## src/sv/sound_card_port_and_bank_unit_assert.svh

```systemverilog
// Assertion macros for the sound card port and bank unit.
// Used by the top level only; needs clk and rst_n in the including scope.
`ifndef SOUND_CARD_PORT_AND_BANK_UNIT_ASSERT_SVH
`define SOUND_CARD_PORT_AND_BANK_UNIT_ASSERT_SVH

// same-cycle implication
`define SCPB_ASSERT_NOW(lbl, ante, cons, msg) \
    lbl: assert property (@(posedge clk) disable iff (!rst_n) (ante) |-> (cons)) \
        else $error(msg);

// next-cycle implication
`define SCPB_ASSERT_NEXT(lbl, ante, cons, msg) \
    lbl: assert property (@(posedge clk) disable iff (!rst_n) (ante) |=> (cons)) \
        else $error(msg);

`endif

```

## src/sv/scpb_pkg.sv

```systemverilog
// Package of the sound card port and bank unit: widths, codes, command type.
// No dependencies; used by every module of the block.
`timescale 1ns / 1ps
`default_nettype none

package scpb_pkg;

    localparam int BANK_BYTES = 16384;
    localparam int COUNT_BITS = 24;

    localparam int ADDR_W   = 16;
    localparam int OFFSET_W = 19;
    localparam int SUM_W    = 32;
    localparam int VOL_W    = 6;
    localparam int LEVEL_W  = 4;
    localparam int NUM_CH   = 4;
    localparam int CH_W     = 2;

    // level = sum * volume / (count * LEVEL_DIV_UNIT + 1)
    localparam int LEVEL_DIV_UNIT  = 16'h100 * 16'h40 / 16;
    localparam int LEVEL_DIV_SHIFT = $clog2(LEVEL_DIV_UNIT);
    localparam int NUM_W = SUM_W + VOL_W;
    localparam int DEN_W = COUNT_BITS + LEVEL_DIV_SHIFT + 1;
    localparam int DIV_W = (NUM_W > DEN_W + LEVEL_W) ? NUM_W : DEN_W + LEVEL_W;

    localparam int Q_DEPTH = 2;
    localparam int Q_PTR_W = (Q_DEPTH > 1) ? $clog2(Q_DEPTH) : 1;
    localparam int Q_CNT_W = $clog2(Q_DEPTH + 1);

    // request codes
    localparam logic [2:0] REQ_HOST_WR = 3'd0;
    localparam logic [2:0] REQ_HOST_RD = 3'd1;
    localparam logic [2:0] REQ_CPU_WR  = 3'd2;
    localparam logic [2:0] REQ_CPU_RD  = 3'd3;
    localparam logic [2:0] REQ_MEM_RD  = 3'd4;
    localparam logic [2:0] REQ_MEM_WR  = 3'd5;
    localparam logic [2:0] REQ_FLUSH   = 3'd6;

    localparam logic [7:0]  HOST_PORT       = 8'hBB;
    localparam logic [7:0]  HOST_STATUS_OR  = 8'h7E;
    localparam logic [15:0] SAMPLE_WIN_MASK = 16'hE000;
    localparam logic [15:0] SAMPLE_WIN_BASE = 16'h6000;

    // card cpu port codes
    localparam logic [3:0] PORT_PAGE      = 4'h0;
    localparam logic [3:0] PORT_CMD       = 4'h1;
    localparam logic [3:0] PORT_DATA_IN   = 4'h2;
    localparam logic [3:0] PORT_DATA_OUT  = 4'h3;
    localparam logic [3:0] PORT_STATUS    = 4'h4;
    localparam logic [3:0] PORT_CLR_CMD   = 4'h5;
    localparam logic [3:0] PORT_VOL0      = 4'h6;
    localparam logic [3:0] PORT_VOL1      = 4'h7;
    localparam logic [3:0] PORT_VOL2      = 4'h8;
    localparam logic [3:0] PORT_VOL3      = 4'h9;
    localparam logic [3:0] PORT_PAGE_STAT = 4'hA;
    localparam logic [3:0] PORT_VOL_STAT  = 4'hB;

    localparam int STAT_CMD_BIT  = 0;
    localparam int STAT_DATA_BIT = 7;

    localparam logic [1:0] REGION_ROM     = 2'd0;
    localparam logic [1:0] REGION_RAM     = 2'd1;
    localparam logic [1:0] REGION_DISCARD = 2'd2;

    typedef enum logic [3:0] {
        OP_NONE,
        OP_HOST_WR_CMD,
        OP_HOST_WR_DATA,
        OP_HOST_RD_STATUS,
        OP_HOST_RD_DATA,
        OP_CPU_WR,
        OP_CPU_RD,
        OP_MEM_RD,
        OP_MEM_WR,
        OP_FLUSH
    } op_t;

    typedef struct packed {
        op_t               op;
        logic [3:0]        port;
        logic [ADDR_W-1:0] address;
        logic [7:0]        data;
        logic              capture;
    } cmd_t;

    typedef struct packed {
        logic full;
        logic empty;
    } q_stat_t;

endpackage

`default_nettype wire

```

## src/sv/sound_card_port_and_bank_unit.sv

```systemverilog
// Top level of the sound card port and bank unit.
// Depends on scpb_pkg, scpb_front, scpb_queue, scpb_back and the assertion header.
`timescale 1ns / 1ps
`default_nettype none
`include "sound_card_port_and_bank_unit_assert.svh"

// Usage:
//   Requests enter on start while busy is low; req_type selects host port
//   access, card cpu port access, memory access or a level flush.
//   Results leave on done, one cycle each, with last on the final one of
//   an item; the receiver cannot hold them off.
//   The front end decodes a request into a command and pushes it into a
//   two-entry queue; busy is high while that queue is full.
//   The back end pops one command a cycle while no flush holds it, and executes it.
// Flow:
//   Port and memory items: result registered in the queue entry and then in
//   the output registers; one item per cycle sustained while no flush holds
//   the back end. Flush: four results, one per channel; each channel takes
//   one multiply state and five steps of the compare-subtract divider, and
//   later items wait in the queue while a flush holds the back end.
// Reset: rst_n clears all latches, status, page, volumes, samples, sums and
//   counts, and empties the queue.

module sound_card_port_and_bank_unit (
    input  wire logic        clk,
    input  wire logic        rst_n,
    input  wire logic        start,
    output logic             busy,
    input  wire logic [2:0]  req_type,
    input  wire logic [7:0]  port,
    input  wire logic [15:0] address,
    input  wire logic [7:0]  write_data,
    input  wire logic [7:0]  mem_byte,
    output logic             done,
    output logic [7:0]       read_data,
    output logic [1:0]       mem_region,
    output logic [18:0]      mem_offset,
    output logic             dac_valid,
    output logic [1:0]       channel,
    output logic [7:0]       sample,
    output logic [5:0]       volume,
    output logic [3:0]       level,
    output logic             last
);

    scpb_pkg::cmd_t    front_cmd;
    scpb_pkg::cmd_t    head_cmd;
    scpb_pkg::q_stat_t q_stat;
    logic              push;
    logic              pop;

    // an item is taken whenever the queue has room
    assign busy = q_stat.full;
    assign push = start && !busy;

    scpb_front u_front (
        .req_type   (req_type),
        .port       (port),
        .address    (address),
        .write_data (write_data),
        .mem_byte   (mem_byte),
        .cmd        (front_cmd)
    );

    scpb_queue u_queue (
        .clk      (clk),
        .rst_n    (rst_n),
        .push     (push),
        .push_cmd (front_cmd),
        .pop      (pop),
        .head     (head_cmd),
        .stat     (q_stat)
    );

    scpb_back u_back (
        .clk        (clk),
        .rst_n      (rst_n),
        .cmd        (head_cmd),
        .q_stat     (q_stat),
        .pop        (pop),
        .done       (done),
        .read_data  (read_data),
        .mem_region (mem_region),
        .mem_offset (mem_offset),
        .dac_valid  (dac_valid),
        .channel    (channel),
        .sample     (sample),
        .volume     (volume),
        .level      (level),
        .last       (last)
    );

    // an accepted item is visible to the back end on the next cycle
    `SCPB_ASSERT_NEXT(a_push_lands, push, !q_stat.empty, "accepted item missing from queue")
    // the back end never pops an empty queue
    `SCPB_ASSERT_NOW(a_no_pop_empty, pop, !q_stat.empty, "pop from empty queue")
    // only the first three flush results lack last
    `SCPB_ASSERT_NOW(a_last_ch, done && !last, channel != 2'd3, "flush ended without last")
    // captured samples come only from reads, which never go to discard
    `SCPB_ASSERT_NOW(a_dac_region, done && dac_valid, mem_region != scpb_pkg::REGION_DISCARD,
        "sample captured on discarded access")

endmodule

`default_nettype wire

```

## src/sv/scpb_front.sv

```systemverilog
// Front end: classifies a request into a command for the execution side.
// Depends on scpb_pkg.
`timescale 1ns / 1ps
`default_nettype none

module scpb_front (
    input  wire logic [2:0]  req_type,
    input  wire logic [7:0]  port,
    input  wire logic [15:0] address,
    input  wire logic [7:0]  write_data,
    input  wire logic [7:0]  mem_byte,
    output scpb_pkg::cmd_t   cmd
);

    logic host_port;
    logic in_window;

    assign host_port = (port == scpb_pkg::HOST_PORT);
    assign in_window = ((address & scpb_pkg::SAMPLE_WIN_MASK) == scpb_pkg::SAMPLE_WIN_BASE);

    always_comb
    begin
        cmd.op      = scpb_pkg::OP_NONE;
        cmd.port    = port[3:0];
        cmd.address = address;
        cmd.data    = write_data;
        cmd.capture = 1'b0;
        case (req_type)
            scpb_pkg::REQ_HOST_WR:
                cmd.op = host_port ? scpb_pkg::OP_HOST_WR_CMD : scpb_pkg::OP_HOST_WR_DATA;
            scpb_pkg::REQ_HOST_RD:
                cmd.op = host_port ? scpb_pkg::OP_HOST_RD_STATUS : scpb_pkg::OP_HOST_RD_DATA;
            scpb_pkg::REQ_CPU_WR:
                cmd.op = scpb_pkg::OP_CPU_WR;
            scpb_pkg::REQ_CPU_RD:
                cmd.op = scpb_pkg::OP_CPU_RD;
            scpb_pkg::REQ_MEM_RD:
            begin
                cmd.op      = scpb_pkg::OP_MEM_RD;
                cmd.data    = mem_byte;
                cmd.capture = in_window;
            end
            scpb_pkg::REQ_MEM_WR:
                cmd.op = scpb_pkg::OP_MEM_WR;
            scpb_pkg::REQ_FLUSH:
                cmd.op = scpb_pkg::OP_FLUSH;
            default:
                cmd.op = scpb_pkg::OP_NONE;
        endcase
    end

endmodule

`default_nettype wire

```

## src/sv/scpb_queue.sv

```systemverilog
// Short command queue between the front end and the execution side.
// Depends on scpb_pkg.
`timescale 1ns / 1ps
`default_nettype none

module scpb_queue (
    input  wire logic          clk,
    input  wire logic          rst_n,
    input  wire logic          push,
    input  wire scpb_pkg::cmd_t push_cmd,
    input  wire logic          pop,
    output scpb_pkg::cmd_t     head,
    output scpb_pkg::q_stat_t  stat
);

    scpb_pkg::cmd_t                     entry_reg [scpb_pkg::Q_DEPTH];
    logic [scpb_pkg::Q_PTR_W-1:0]       wr_ptr_reg, wr_ptr_next;
    logic [scpb_pkg::Q_PTR_W-1:0]       rd_ptr_reg, rd_ptr_next;
    logic [scpb_pkg::Q_CNT_W-1:0]       count_reg, count_next;

    localparam logic [scpb_pkg::Q_PTR_W-1:0] LAST_PTR = scpb_pkg::Q_PTR_W'(scpb_pkg::Q_DEPTH - 1);
    localparam logic [scpb_pkg::Q_CNT_W-1:0] FULL_CNT = scpb_pkg::Q_CNT_W'(scpb_pkg::Q_DEPTH);

    assign stat.full  = (count_reg == FULL_CNT);
    assign stat.empty = (count_reg == '0);
    assign head       = entry_reg[rd_ptr_reg];

    always_comb
    begin
        wr_ptr_next = wr_ptr_reg;
        rd_ptr_next = rd_ptr_reg;
        count_next  = count_reg;
        if (push)
        begin
            wr_ptr_next = (wr_ptr_reg == LAST_PTR) ? '0 : wr_ptr_reg + 1'b1;
        end
        if (pop)
        begin
            rd_ptr_next = (rd_ptr_reg == LAST_PTR) ? '0 : rd_ptr_reg + 1'b1;
        end
        if (push && !pop)
        begin
            count_next = count_reg + 1'b1;
        end
        else if (pop && !push)
        begin
            count_next = count_reg - 1'b1;
        end
    end

    always_ff @(posedge clk or negedge rst_n)
    begin
        if (!rst_n)
        begin
            wr_ptr_reg <= '0;
            rd_ptr_reg <= '0;
            count_reg  <= '0;
        end
        else
        begin
            wr_ptr_reg <= wr_ptr_next;
            rd_ptr_reg <= rd_ptr_next;
            count_reg  <= count_next;
        end
    end

    always_ff @(posedge clk)
    begin
        if (push)
        begin
            entry_reg[wr_ptr_reg] <= push_cmd;
        end
    end

endmodule

`default_nettype wire

```

## src/sv/scpb_back.sv

```systemverilog
// Execution side: port registers, bank mapping, sample capture and level divider.
// Depends on scpb_pkg; takes commands from scpb_queue.
`timescale 1ns / 1ps
`default_nettype none

module scpb_back (
    input  wire logic                              clk,
    input  wire logic                              rst_n,
    input  wire scpb_pkg::cmd_t                    cmd,
    input  wire scpb_pkg::q_stat_t                 q_stat,
    output logic                                   pop,
    output logic                                   done,
    output logic [7:0]                             read_data,
    output logic [1:0]                             mem_region,
    output logic [scpb_pkg::OFFSET_W-1:0]          mem_offset,
    output logic                                   dac_valid,
    output logic [scpb_pkg::CH_W-1:0]              channel,
    output logic [7:0]                             sample,
    output logic [scpb_pkg::VOL_W-1:0]             volume,
    output logic [scpb_pkg::LEVEL_W-1:0]           level,
    output logic                                   last
);

    localparam int CALC_W = 32;
    localparam int STEP_W = 3;
    localparam logic [15:0] BANK_MASK = 16'(scpb_pkg::BANK_BYTES - 1);
    localparam logic [CALC_W-1:0] BANK = CALC_W'(scpb_pkg::BANK_BYTES);
    localparam logic [CALC_W-1:0] PAGE_SPAN = CALC_W'(2 * scpb_pkg::BANK_BYTES);
    localparam logic [scpb_pkg::COUNT_BITS-1:0] COUNT_MAX = '1;
    localparam logic [STEP_W-1:0] FIRST_STEP = STEP_W'(scpb_pkg::LEVEL_W);
    localparam logic [scpb_pkg::CH_W-1:0] LAST_CH = scpb_pkg::CH_W'(scpb_pkg::NUM_CH - 1);

    typedef enum logic [1:0] {
        S_IDLE,
        S_MUL,
        S_DIV
    } state_t;

    state_t state_reg, state_next;

    logic [7:0] cmd_latch_reg, cmd_latch_next;
    logic [7:0] h2c_reg, h2c_next;
    logic [7:0] c2h_reg, c2h_next;
    logic [7:0] status_reg, status_next;
    logic [3:0] page_reg, page_next;
    logic [scpb_pkg::VOL_W-1:0]      vol_reg    [scpb_pkg::NUM_CH];
    logic [scpb_pkg::VOL_W-1:0]      vol_next   [scpb_pkg::NUM_CH];
    logic [7:0]                      smp_reg    [scpb_pkg::NUM_CH];
    logic [7:0]                      smp_next   [scpb_pkg::NUM_CH];
    logic [scpb_pkg::SUM_W-1:0]      sum_reg    [scpb_pkg::NUM_CH];
    logic [scpb_pkg::SUM_W-1:0]      sum_next   [scpb_pkg::NUM_CH];
    logic [scpb_pkg::COUNT_BITS-1:0] count_reg  [scpb_pkg::NUM_CH];
    logic [scpb_pkg::COUNT_BITS-1:0] count_next [scpb_pkg::NUM_CH];

    logic [scpb_pkg::CH_W-1:0]    ch_reg, ch_next;
    logic [scpb_pkg::DIV_W-1:0]   rem_reg, rem_next;
    logic [scpb_pkg::DIV_W-1:0]   dsh_reg, dsh_next;
    logic [STEP_W-1:0]            step_reg, step_next;
    logic [scpb_pkg::LEVEL_W-1:0] q_reg, q_next;
    logic                         sat_reg, sat_next;

    logic                                done_next;
    logic [7:0]                          rdata_next;
    logic [1:0]                          region_next;
    logic [scpb_pkg::OFFSET_W-1:0]       offset_next;
    logic                                dac_next;
    logic [scpb_pkg::CH_W-1:0]           chan_next;
    logic [7:0]                          sample_next;
    logic [scpb_pkg::VOL_W-1:0]          volume_next;
    logic [scpb_pkg::LEVEL_W-1:0]        level_next;
    logic                                last_next;

    // shared read port of the per-channel registers
    logic [scpb_pkg::CH_W-1:0]       ch_sel;
    logic [scpb_pkg::VOL_W-1:0]      vol_sel;
    logic [scpb_pkg::SUM_W-1:0]      sum_sel;
    logic [scpb_pkg::COUNT_BITS-1:0] count_sel;
    logic [7:0]                      smp_sel;
    logic [scpb_pkg::SUM_W:0]        sum_add;
    logic [scpb_pkg::NUM_W-1:0]      prod;
    logic [scpb_pkg::DEN_W-1:0]      den;
    logic                            cmp;
    logic [scpb_pkg::DIV_W-1:0]      diff;

    // bank mapping
    logic [1:0]        quarter;
    logic [CALC_W-1:0] off_base;
    logic [CALC_W-1:0] off_hi;
    logic [CALC_W-1:0] ram_base;
    logic [3:0]        page_m1;
    logic              is_write;
    logic [1:0]        map_region;
    logic [CALC_W-1:0] map_offset;

    assign ch_sel    = (state_reg == S_IDLE) ? cmd.address[9:8] : ch_reg;
    assign vol_sel   = vol_reg[ch_sel];
    assign sum_sel   = sum_reg[ch_sel];
    assign count_sel = count_reg[ch_sel];
    assign smp_sel   = smp_reg[ch_sel];
    assign sum_add   = {1'b0, sum_sel} + (scpb_pkg::SUM_W + 1)'(cmd.data);
    assign prod      = scpb_pkg::NUM_W'(sum_sel) * scpb_pkg::NUM_W'(vol_sel);
    assign den       = (scpb_pkg::DEN_W'(count_sel) << scpb_pkg::LEVEL_DIV_SHIFT)
                       + scpb_pkg::DEN_W'(1);
    assign cmp       = (rem_reg >= dsh_reg);
    assign diff      = rem_reg - dsh_reg;

    assign quarter  = cmd.address[15:14];
    assign off_base = CALC_W'(cmd.address & BANK_MASK);
    assign off_hi   = (quarter == 2'd3) ? BANK : '0;
    assign page_m1  = page_reg - 4'd1;
    assign ram_base = CALC_W'(page_m1) * PAGE_SPAN;
    assign is_write = (cmd.op == scpb_pkg::OP_MEM_WR);

    always_comb
    begin
        if (quarter == 2'd1)
        begin
            map_region = scpb_pkg::REGION_RAM;
            map_offset = BANK + off_base;
        end
        else if (quarter == 2'd0 || page_reg == 4'd0)
        begin
            if (is_write)
            begin
                map_region = scpb_pkg::REGION_DISCARD;
                map_offset = '0;
            end
            else
            begin
                map_region = scpb_pkg::REGION_ROM;
                map_offset = off_hi + off_base;
            end
        end
        else
        begin
            map_region = scpb_pkg::REGION_RAM;
            map_offset = ram_base + off_hi + off_base;
        end
    end

    always_comb
    begin
        state_next     = state_reg;
        cmd_latch_next = cmd_latch_reg;
        h2c_next       = h2c_reg;
        c2h_next       = c2h_reg;
        status_next    = status_reg;
        page_next      = page_reg;
        vol_next       = vol_reg;
        smp_next       = smp_reg;
        sum_next       = sum_reg;
        count_next     = count_reg;
        ch_next        = ch_reg;
        rem_next       = rem_reg;
        dsh_next       = dsh_reg;
        step_next      = step_reg;
        q_next         = q_reg;
        sat_next       = sat_reg;

        pop         = 1'b0;
        done_next   = 1'b0;
        rdata_next  = '0;
        region_next = '0;
        offset_next = '0;
        dac_next    = 1'b0;
        chan_next   = '0;
        sample_next = '0;
        volume_next = '0;
        level_next  = '0;
        last_next   = 1'b0;

        case (state_reg)
            S_IDLE:
            begin
                if (!q_stat.empty)
                begin
                    pop       = 1'b1;
                    done_next = 1'b1;
                    last_next = 1'b1;
                    case (cmd.op)
                        scpb_pkg::OP_HOST_WR_CMD:
                        begin
                            cmd_latch_next = cmd.data;
                            status_next[scpb_pkg::STAT_CMD_BIT] = 1'b1;
                        end
                        scpb_pkg::OP_HOST_WR_DATA:
                        begin
                            h2c_next = cmd.data;
                            status_next[scpb_pkg::STAT_DATA_BIT] = 1'b1;
                        end
                        scpb_pkg::OP_HOST_RD_STATUS:
                            rdata_next = status_reg | scpb_pkg::HOST_STATUS_OR;
                        scpb_pkg::OP_HOST_RD_DATA:
                        begin
                            status_next[scpb_pkg::STAT_DATA_BIT] = 1'b0;
                            rdata_next = c2h_reg;
                        end
                        scpb_pkg::OP_CPU_WR:
                        begin
                            case (cmd.port)
                                scpb_pkg::PORT_PAGE:
                                    page_next = cmd.data[3:0];
                                scpb_pkg::PORT_DATA_IN:
                                    status_next[scpb_pkg::STAT_DATA_BIT] = 1'b0;
                                scpb_pkg::PORT_DATA_OUT:
                                begin
                                    status_next[scpb_pkg::STAT_DATA_BIT] = 1'b1;
                                    c2h_next = cmd.data;
                                end
                                scpb_pkg::PORT_CLR_CMD:
                                    status_next[scpb_pkg::STAT_CMD_BIT] = 1'b0;
                                scpb_pkg::PORT_VOL0, scpb_pkg::PORT_VOL1,
                                scpb_pkg::PORT_VOL2, scpb_pkg::PORT_VOL3:
                                begin
                                    for (int k = 0; k < scpb_pkg::NUM_CH; k++)
                                    begin
                                        if (cmd.port == scpb_pkg::PORT_VOL0 + 4'(k))
                                        begin
                                            vol_next[k] = cmd.data[scpb_pkg::VOL_W-1:0];
                                        end
                                    end
                                end
                                scpb_pkg::PORT_PAGE_STAT:
                                    status_next[scpb_pkg::STAT_DATA_BIT] = page_reg[0];
                                scpb_pkg::PORT_VOL_STAT:
                                    status_next[scpb_pkg::STAT_CMD_BIT] = vol_reg[0][5];
                                default:
                                    status_next = status_reg;
                            endcase
                        end
                        scpb_pkg::OP_CPU_RD:
                        begin
                            rdata_next = 8'hFF;
                            case (cmd.port)
                                scpb_pkg::PORT_CMD:
                                    rdata_next = cmd_latch_reg;
                                scpb_pkg::PORT_DATA_IN:
                                begin
                                    status_next[scpb_pkg::STAT_DATA_BIT] = 1'b0;
                                    rdata_next = h2c_reg;
                                end
                                scpb_pkg::PORT_DATA_OUT:
                                begin
                                    status_next[scpb_pkg::STAT_DATA_BIT] = 1'b1;
                                    c2h_next = 8'hFF;
                                end
                                scpb_pkg::PORT_STATUS:
                                    rdata_next = status_reg;
                                scpb_pkg::PORT_CLR_CMD:
                                    status_next[scpb_pkg::STAT_CMD_BIT] = 1'b0;
                                scpb_pkg::PORT_PAGE_STAT:
                                    status_next[scpb_pkg::STAT_DATA_BIT] = page_reg[0];
                                scpb_pkg::PORT_VOL_STAT:
                                    status_next[scpb_pkg::STAT_CMD_BIT] = vol_reg[0][5];
                                default:
                                    rdata_next = 8'hFF;
                            endcase
                        end
                        scpb_pkg::OP_MEM_RD:
                        begin
                            region_next = map_region;
                            offset_next = map_offset[scpb_pkg::OFFSET_W-1:0];
                            if (cmd.capture)
                            begin
                                dac_next      = 1'b1;
                                chan_next     = ch_sel;
                                sample_next   = cmd.data;
                                volume_next   = vol_sel;
                                smp_next[ch_sel] = cmd.data;
                                // accumulate until the counter saturates
                                if (count_sel != COUNT_MAX)
                                begin
                                    sum_next[ch_sel] = sum_add[scpb_pkg::SUM_W] ? '1
                                                       : sum_add[scpb_pkg::SUM_W-1:0];
                                    count_next[ch_sel] = count_sel + 1'b1;
                                end
                            end
                        end
                        scpb_pkg::OP_MEM_WR:
                        begin
                            region_next = map_region;
                            offset_next = map_offset[scpb_pkg::OFFSET_W-1:0];
                        end
                        scpb_pkg::OP_FLUSH:
                        begin
                            done_next  = 1'b0;
                            last_next  = 1'b0;
                            ch_next    = '0;
                            state_next = S_MUL;
                        end
                        default:
                            last_next = 1'b1;
                    endcase
                end
            end

            S_MUL:
            begin
                rem_next   = scpb_pkg::DIV_W'(prod);
                dsh_next   = scpb_pkg::DIV_W'(den) << scpb_pkg::LEVEL_W;
                step_next  = FIRST_STEP;
                q_next     = '0;
                sat_next   = 1'b0;
                state_next = S_DIV;
            end

            S_DIV:
            begin
                // first step only tests for a quotient of 16 or more
                if (step_reg == FIRST_STEP)
                begin
                    sat_next = cmp;
                end
                else if (cmp)
                begin
                    rem_next = diff;
                    q_next[step_reg[1:0]] = 1'b1;
                end
                dsh_next = dsh_reg >> 1;
                if (step_reg == '0)
                begin
                    done_next   = 1'b1;
                    chan_next   = ch_reg;
                    sample_next = smp_sel;
                    volume_next = vol_sel;
                    level_next  = sat_next ? '1 : q_next;
                    last_next   = (ch_reg == LAST_CH);
                    sum_next[ch_reg]   = '0;
                    count_next[ch_reg] = '0;
                    if (ch_reg == LAST_CH)
                    begin
                        state_next = S_IDLE;
                    end
                    else
                    begin
                        ch_next    = ch_reg + 1'b1;
                        state_next = S_MUL;
                    end
                end
                else
                begin
                    step_next = step_reg - 1'b1;
                end
            end

            default:
                state_next = S_IDLE;
        endcase
    end

    always_ff @(posedge clk or negedge rst_n)
    begin
        if (!rst_n)
        begin
            state_reg     <= S_IDLE;
            cmd_latch_reg <= '0;
            h2c_reg       <= '0;
            c2h_reg       <= '0;
            status_reg    <= '0;
            page_reg      <= '0;
            for (int k = 0; k < scpb_pkg::NUM_CH; k++)
            begin
                vol_reg[k]   <= '0;
                smp_reg[k]   <= '0;
                sum_reg[k]   <= '0;
                count_reg[k] <= '0;
            end
            ch_reg     <= '0;
            done       <= 1'b0;
            read_data  <= '0;
            mem_region <= '0;
            mem_offset <= '0;
            dac_valid  <= 1'b0;
            channel    <= '0;
            sample     <= '0;
            volume     <= '0;
            level      <= '0;
            last       <= 1'b0;
        end
        else
        begin
            state_reg     <= state_next;
            cmd_latch_reg <= cmd_latch_next;
            h2c_reg       <= h2c_next;
            c2h_reg       <= c2h_next;
            status_reg    <= status_next;
            page_reg      <= page_next;
            vol_reg       <= vol_next;
            smp_reg       <= smp_next;
            sum_reg       <= sum_next;
            count_reg     <= count_next;
            ch_reg        <= ch_next;
            done       <= done_next;
            read_data  <= rdata_next;
            mem_region <= region_next;
            mem_offset <= offset_next;
            dac_valid  <= dac_next;
            channel    <= chan_next;
            sample     <= sample_next;
            volume     <= volume_next;
            level      <= level_next;
            last       <= last_next;
        end
    end

    // divider datapath
    always_ff @(posedge clk)
    begin
        rem_reg  <= rem_next;
        dsh_reg  <= dsh_next;
        step_reg <= step_next;
        q_reg    <= q_next;
        sat_reg  <= sat_next;
    end

endmodule

`default_nettype wire
```

## config.mk

```make
export PLATFORM = sky130hd
export DESIGN_NAME = sound_card_port_and_bank_unit
export DESIGN_NICKNAME = d
export VERILOG_FILES = /design/src/sv/scpb_pkg.sv /design/src/sv/sound_card_port_and_bank_unit.sv /design/src/sv/scpb_front.sv /design/src/sv/scpb_queue.sv /design/src/sv/scpb_back.sv
export VERILOG_INCLUDE_DIRS = /design/src /design/src/sv
export SDC_FILE = /design/constraint.sdc
export NUM_CORES = 1
export LEC_CHECK = 0
export BUFFER_PORTS_ARGS = -buffer_cell sky130_fd_sc_hd__buf_2
export CAP_MARGIN = 0
export CORE_MARGIN = 2
export CORE_UTILIZATION = 47
export CTS_CLUSTER_DIAMETER = 60
export DETAILED_ROUTE_END_ITERATION = 12
export PLACE_DENSITY_LB_ADDON = 0.1
export SETUP_SLACK_MARGIN = 0.02
export SYNTH_ARGS = -nofsm -noshare
export SYNTH_HDL_FRONTEND = slang
export SYNTH_SLANG_ARGS = --single-unit
```

## constraint.sdc

```tcl
create_clock -name clk -period 12.5 [get_ports clk]
set_input_delay 1.875 -clock clk [delete_from_list [all_inputs] [get_ports clk]]
set_output_delay 1.875 -clock clk [all_outputs]
set_load 0.005 [all_outputs]
```

Word level (Yosys, flattened, before mapping) --
Memories as Yosys holds them, arrays and structs flattened. Cells that the tools add are included.
Word-level totals: memories kept 1, latch bits 0, RAM bits 66, output and inout port bits 53, register bits 456, input port bits 46, memory bits (read-only) 0
Cells by class: bitwise operators 8, div/mod/pow operators 0, multiply operators 1, shift operators 0, order comparisons 7, muxes and demuxes 127, equal/unequal tests 50, reduce and logical (&&, ||, !) cells 42, $add $sub $neg 15
Memories:
- u_queue.entry_reg | words 2, bits a word 33, read ports 1, clocked after memory_dff 0, wr ports 1, RTL line scpb_queue.sv:16 | scpb_pkg::cmd_t entry_reg [scpb_pkg::Q_DEPTH];
Operator list (count):
- two-way mux 128 bit | 5
- two-way mux 96 bit | 5
- one-hot mux 128 bit (2 select lines) | 1
- one-hot mux 96 bit (2 select lines) | 1
- two-way mux 32 bit | 5
- one-hot mux 39 bit (2 select lines) | 2
- AND 128 bit | 1
- bitwise mux 128 bit | 1
- demux 32 bit (select 2 bit) | 2
- inverter 128 bit | 1
- two-way mux 19 bit | 6
- AND 96 bit | 1
- bitwise mux 96 bit | 1
- demux 24 bit (select 2 bit) | 2
- two-way mux 24 bit | 4
- inverter 96 bit | 1
- two-way mux 8 bit | 11
- two-way mux 39 bit | 2
- binary-select mux 32 bit (select 2 bit) | 1
- binary-select mux 24 bit (select 2 bit) | 1
- one-hot mux 8 bit (3 select lines) | 2
- two-way mux 2 bit | 21
- greater-or-equal comparator 39 bit | 1
- subtractor 39 bit | 1
- 70 further kinds | 171

Logic depth before layout (Yosys ltp) --
word-level depth 14, depth in mapped cells 31, mapped depth without buffers 26

Modules after synthesis --
From an unflattened synthesis, not the netlist that was laid out.
Second synthesis, totals: cell total of the unflattened synthesis 3210, area, all modules 32344.8 um^2
Modules (own cells, without submodules):
- scpb_back | area an instance 29229.3 um^2, instances 1, cells an instance 3044, seq. area each 11711.2 um^2
- scpb_queue | area an instance 2720.1 um^2, instances 1, cells an instance 119, seq. area each 2082.0 um^2
- scpb_front | area an instance 381.6 um^2, instances 1, cells an instance 46, seq. area each 0.0 um^2
- sound_card_port_and_bank_unit | area an instance 13.8 um^2, instances 1, cells an instance 1, seq. area each 0.0 um^2

Worst setup path before layout --
Ideal clock, no wire load.
kind register to register, start register u_back.state_reg[0], end register u_back.rem_reg[28] in the netlist's numbering (data pin), slack 4.701 ns, library setup time 0.256 ns, stages on the path, launching flop included 28, data arrival time 7.543 ns, cell sequence dfrtp_1 > inv_1 > ha_1 > nor2_1 > a21oi_4 > buf_6 > buf_4 > buf_1 > buf_1 > buf_1 > mux4_2 > and2_1 > fa_1 > fa_1 > inv_1 > fa_1 > inv_1 > ha_1 > or2_2 > o31a_1 > and3_1 > a221oi_1 > o21ai_0 > a21boi_0 > o21ai_0 > a2111oi_0 > o31ai_1 > a31o_2
Between the ends: longest elaborated chain between the ends 8
RTL lines:
- start, declared | RTL line scpb_back.sv:39 | state_t state_reg, state_next;
- start signal, assigned | RTL line scpb_back.sv:382 | state_reg <= state_next;
- logical NOT 2 bit | RTL line scpb_back.sv:95 | assign ch_sel = (state_reg == S_IDLE) ? cmd.address[9:8] : ch_reg;
- two-way mux 2 bit | RTL line scpb_back.sv:95
- inverter 2 -> 3 bit (implied by the code) | RTL line scpb_back.sv:96, scpb_back.sv:97
- binary-select mux 32 bit (select 2 bit) / binary-select mux 6 bit (select 2 bit) (equally long branches) | RTL line scpb_back.sv:97, scpb_back.sv:96
- two-way mux 32 bit (implied by the code) / two-way mux 6 bit (equally long branches) (2 in a row) | RTL line scpb_back.sv:97, scpb_back.sv:96
- multiplier 32 x 6 -> 38 bit | RTL line scpb_back.sv:101 | assign prod = scpb_pkg::NUM_W'(sum_sel) * scpb_pkg::NUM_W'(vol_sel);
- one-hot mux 39 bit (2 select lines) * | RTL line scpb_back.sv:172 | case (state_reg)
- named net u_back.rem_next (one bit) | RTL line scpb_back.sv:56 | logic [scpb_pkg::DIV_W-1:0] rem_reg, rem_next;
- end signal, assigned | RTL line scpb_back.sv:409 | rem_reg <= rem_next;
- end, declared | RTL line scpb_back.sv:56
Mark *: on every way through the listed nets, which the timed path passes. The rest lies on a longest branch. The select of a mux whose other input is x is not followed. A chain may end at the register's enable or synchronous reset.

Worst setup path in the final report --
start register u_back.state_reg[1], end register u_back.rem_reg[28] in the netlist's numbering (data pin)
Same word-level chain as after synthesis.

==> run summary <==
status = completed
RSZ-0062 raised after global routing = false
GP Congestion = 0.930
Setup CP Type = flip-flop to flip-flop
endpoint type of the worst setup path = flip-flop
placed standard-cell area = 32200 um^2
cts bufs inserted = 59
post-synth top area share = 29.9%
I/O Pins = 99
Layout Utilization = 52.3%
pwr dens = 275 nW/um^2
Post-Syn Area = 30900 um^2
clock skew = 0.0483 ns
FFs w/ async S/R, synth = 71.0%
WL/cell = 20.5 um
VDD IR max = 0.000152 V
number of global-route vias before repair = 23400
Relative slew margins = 21.3%
detailed placement HPWL = 57.6 mm
area of the multi-input gates = 15400 um^2
Root Buffer = clkbuf_16
CP peak stage delay = 0.66 ns
Seq/Total Area, Yosys = 44.6%
Die Span X = 261 um
Tightest Hold Check Type = flip-flop to flip-flop
detailed-route via count = 23100
Largest delay share family, worst path = compound AO/OA/AOI/OAI gates
Worst EP arrival = 8.74 ns
area grow syn2layout = 10.7%
Final setup viols = 0
Post-Syn Nets = 3425
post-cts sizing count = 0
Ys Warns = 0
FF/Latch Area = 13800 um^2
crit-path max FO = 34
min cycle time layout = 8.38 ns
prevailing post-synth register cell = dfrtp_1
fraction of the cycle the final worst path needs = 67.0%
Fmax = 0.119 GHz
Post-route DRC = 0
Starting Density = 47.2%
synthesis-stage register bit count = 521
Port Buffers = 98
largest net degree at the start of global routing = 139
CP dominant cell by count = inv_1
post-route cell area = 34200 um^2
syn_area_per_cell = 9.83 um^2
post-CTS setup repair buffer count = 0
synth unique cells = 88
gr usage total = 25.1%
drt pass-1 iters = 5
worst skew pair latency = 0.65 ns
Synth area leader = dfrtp_1
Critical Path Start Type = flip-flop
Die Height = 261 um
row cnt = 94
clk sinks = 521
# Max-Cap Violations = 0
leak pwr = 0.0153 uW
nets = 3465
total negative slack = 0 ns
crit path max-delay cell type = a21oi_4
initial antenna violation count = 0
vias per cell = 5.64
ratio of cells with drive above 1 in the final layout = 10.9%
max reg flops = 128
overflow left after global routing = 0
Post-synth EDFFs = 151
Worst-Margin Slew = 1.17 ns
first-pass GRT wire length = 134 mm
Critical path buffers and inverters = 6
final WL = 84.1 mm
post-route antenna net violation count = 0
CTS tree = yes
Synth Instances = 3146
Synth area leaders = dfrtp_1 (30%), edfxtp_1 (15%), fa_1 (8.0%), nand2_1 (4.7%), ha_1 (4.4%)
1st-iter DRT viols = 1735
Die Area = 67900 um^2
clk buf depth = 3
antenna diode count = 0
Hold Vio Cnt, Final = 0
# hold bufs at CTS = 0
Fillers = 5917
Power Total = 9430 uW
Worst-path clk slew = 0.06 ns
Worst Path Required = 12.86 ns
H-Tree Depth = 2
Max Slew Vio Count = 0
Core Area = 65500 um^2
-- worst register-to-register path: cells and delay by family (launching register included) --
kind	cells	cell delay, ns
AOI/OAI and AO/OA	9	2.99
adders and majority gates	5	2.30
buffers and inverters	6	1.30
DFF	1	0.41
and+or+nand+nor	6	1.11
-- through the flow --
| stage | setup slack (ns) | hold WS, ns | instances |
|---|---|---|---|
| global placement | 4.39 | 0.453 | 3989 |
| floorplan | 4.70 | 0.442 | 3146 |
| finish | 4.12 | 0.477 | 4101 |
| global route | 3.67 | 0.495 | 4101 |
| detailed placement | 4.26 | 0.466 | 3989 |
| CTS | 4.18 | 0.480 | 4101 |
-- layer usage --
layer	vias to the layer above	routed length [um]	GRT usage (%)
li1	10700	-	-
met2	622	40800	42.6
met5	-	0	0
met4	0	1660	5.41
met1	11600	37400	35.0
met3	115	4130	2.81
-- power by group --
| group | switching [uW] | leakage [uW] | internal, uW |
|---|---|---|---|
| clock | 743 | 0.000997 | 1060 |
| sequential | 196 | 0.00651 | 2310 |
| combinational | 3380 | 0.00781 | 1740 |
-- final cells by class --
type,count,share of cell area [%]
Sequential cell,521,40.3
Inverter,307,3.37
Timing Repair Buffer,134,2.29
Clock buffer,86,5.08
Clock inverter,26,0.877
Multi-Input combinational cell,2163,44.9
Tap cell,864,3.16
-- synthesized netlist by cell type (14+ instances only) --
cell type,n
ha_1,110
dfrtp_1,370
nand2b_1,20
xnor2_1,71
nand4_1,16
buf_1,18
nor2b_1,50
fa_1,123
o21ai_0,270
o21bai_1,14
buf_2,26
nor2_1,356
clkbuf_1,100
mux2_2,20
nand2_1,391
mux2i_1,42
o21a_1,16
mux4_2,50
a21oi_1,175
nand3_1,45
a21o_1,34
edfxtp_1,151
xor2_1,43
o21ai_1,43
inv_1,307
nor3_1,29
a22o_1,62
-- cell families after synthesis --
logic type | count (synthesis) | share of synthesized area [%]
flip-flops | 521 | 44.6
AND/OR/NAND/NOR | 992 | 14.1
XOR/XNOR | 114 | 3.23
adder cells (fa/ha/maj) | 233 | 12.4
multiplexers | 117 | 6.11
AO/OA/AOI/OAI | 707 | 13.6
buffers and inverters | 462 | 5.92
-- placed cells by master, fill, tap and decap left out, types with 9 or more instances in the layout --
cell       count
clkbuf_16     61
o21ai_1       43
o21bai_1      14
o21a_1        15
nand2_1      387
and2_1        13
nor2_2        10
nor2b_1       50
nand4_1       16
clkbuf_8      12
fa_1         123
inv_1        306
buf_2         97
nor3_1        29
dfrtp_1      369
a21oi_1      175
nand2b_1      17
edfxtp_1     151
nor2_1       355
mux4_2        50
o22ai_1       13
a21o_1        33
a22o_1        62
xnor2_1       71
xor2_1        43
nand3_1       45
buf_4         35
o21ai_0      269
clkbuf_1      13
mux2i_1       42
and3_1         9
mux2_2        20
a211oi_1       9
a31oi_1       13
ha_1         108
-- path summary, 6_finish.rpt --
check / startpoint / end / slack [ns] / depth (start not counted)
worst max-delay path: u_back.state_reg[1] / u_back.rem_reg[28] / 4.12 / 26
worst min-delay path: u_back.count_reg[95] / u_back.count_reg[95] / 0.48 / 2
worst max register to register: u_back.state_reg[1] / u_back.rem_reg[28] / 4.12 / 26
worst min register to register: u_back.count_reg[95] / u_back.count_reg[95] / 0.48 / 2
max in group asynchronous: rst_n / u_back.sum_reg[47] / 9.11 / 3
min in group asynchronous: rst_n / u_back.level[2] / 1.26 / 1
No activity file was read; power rests on OpenSTA's default activity.
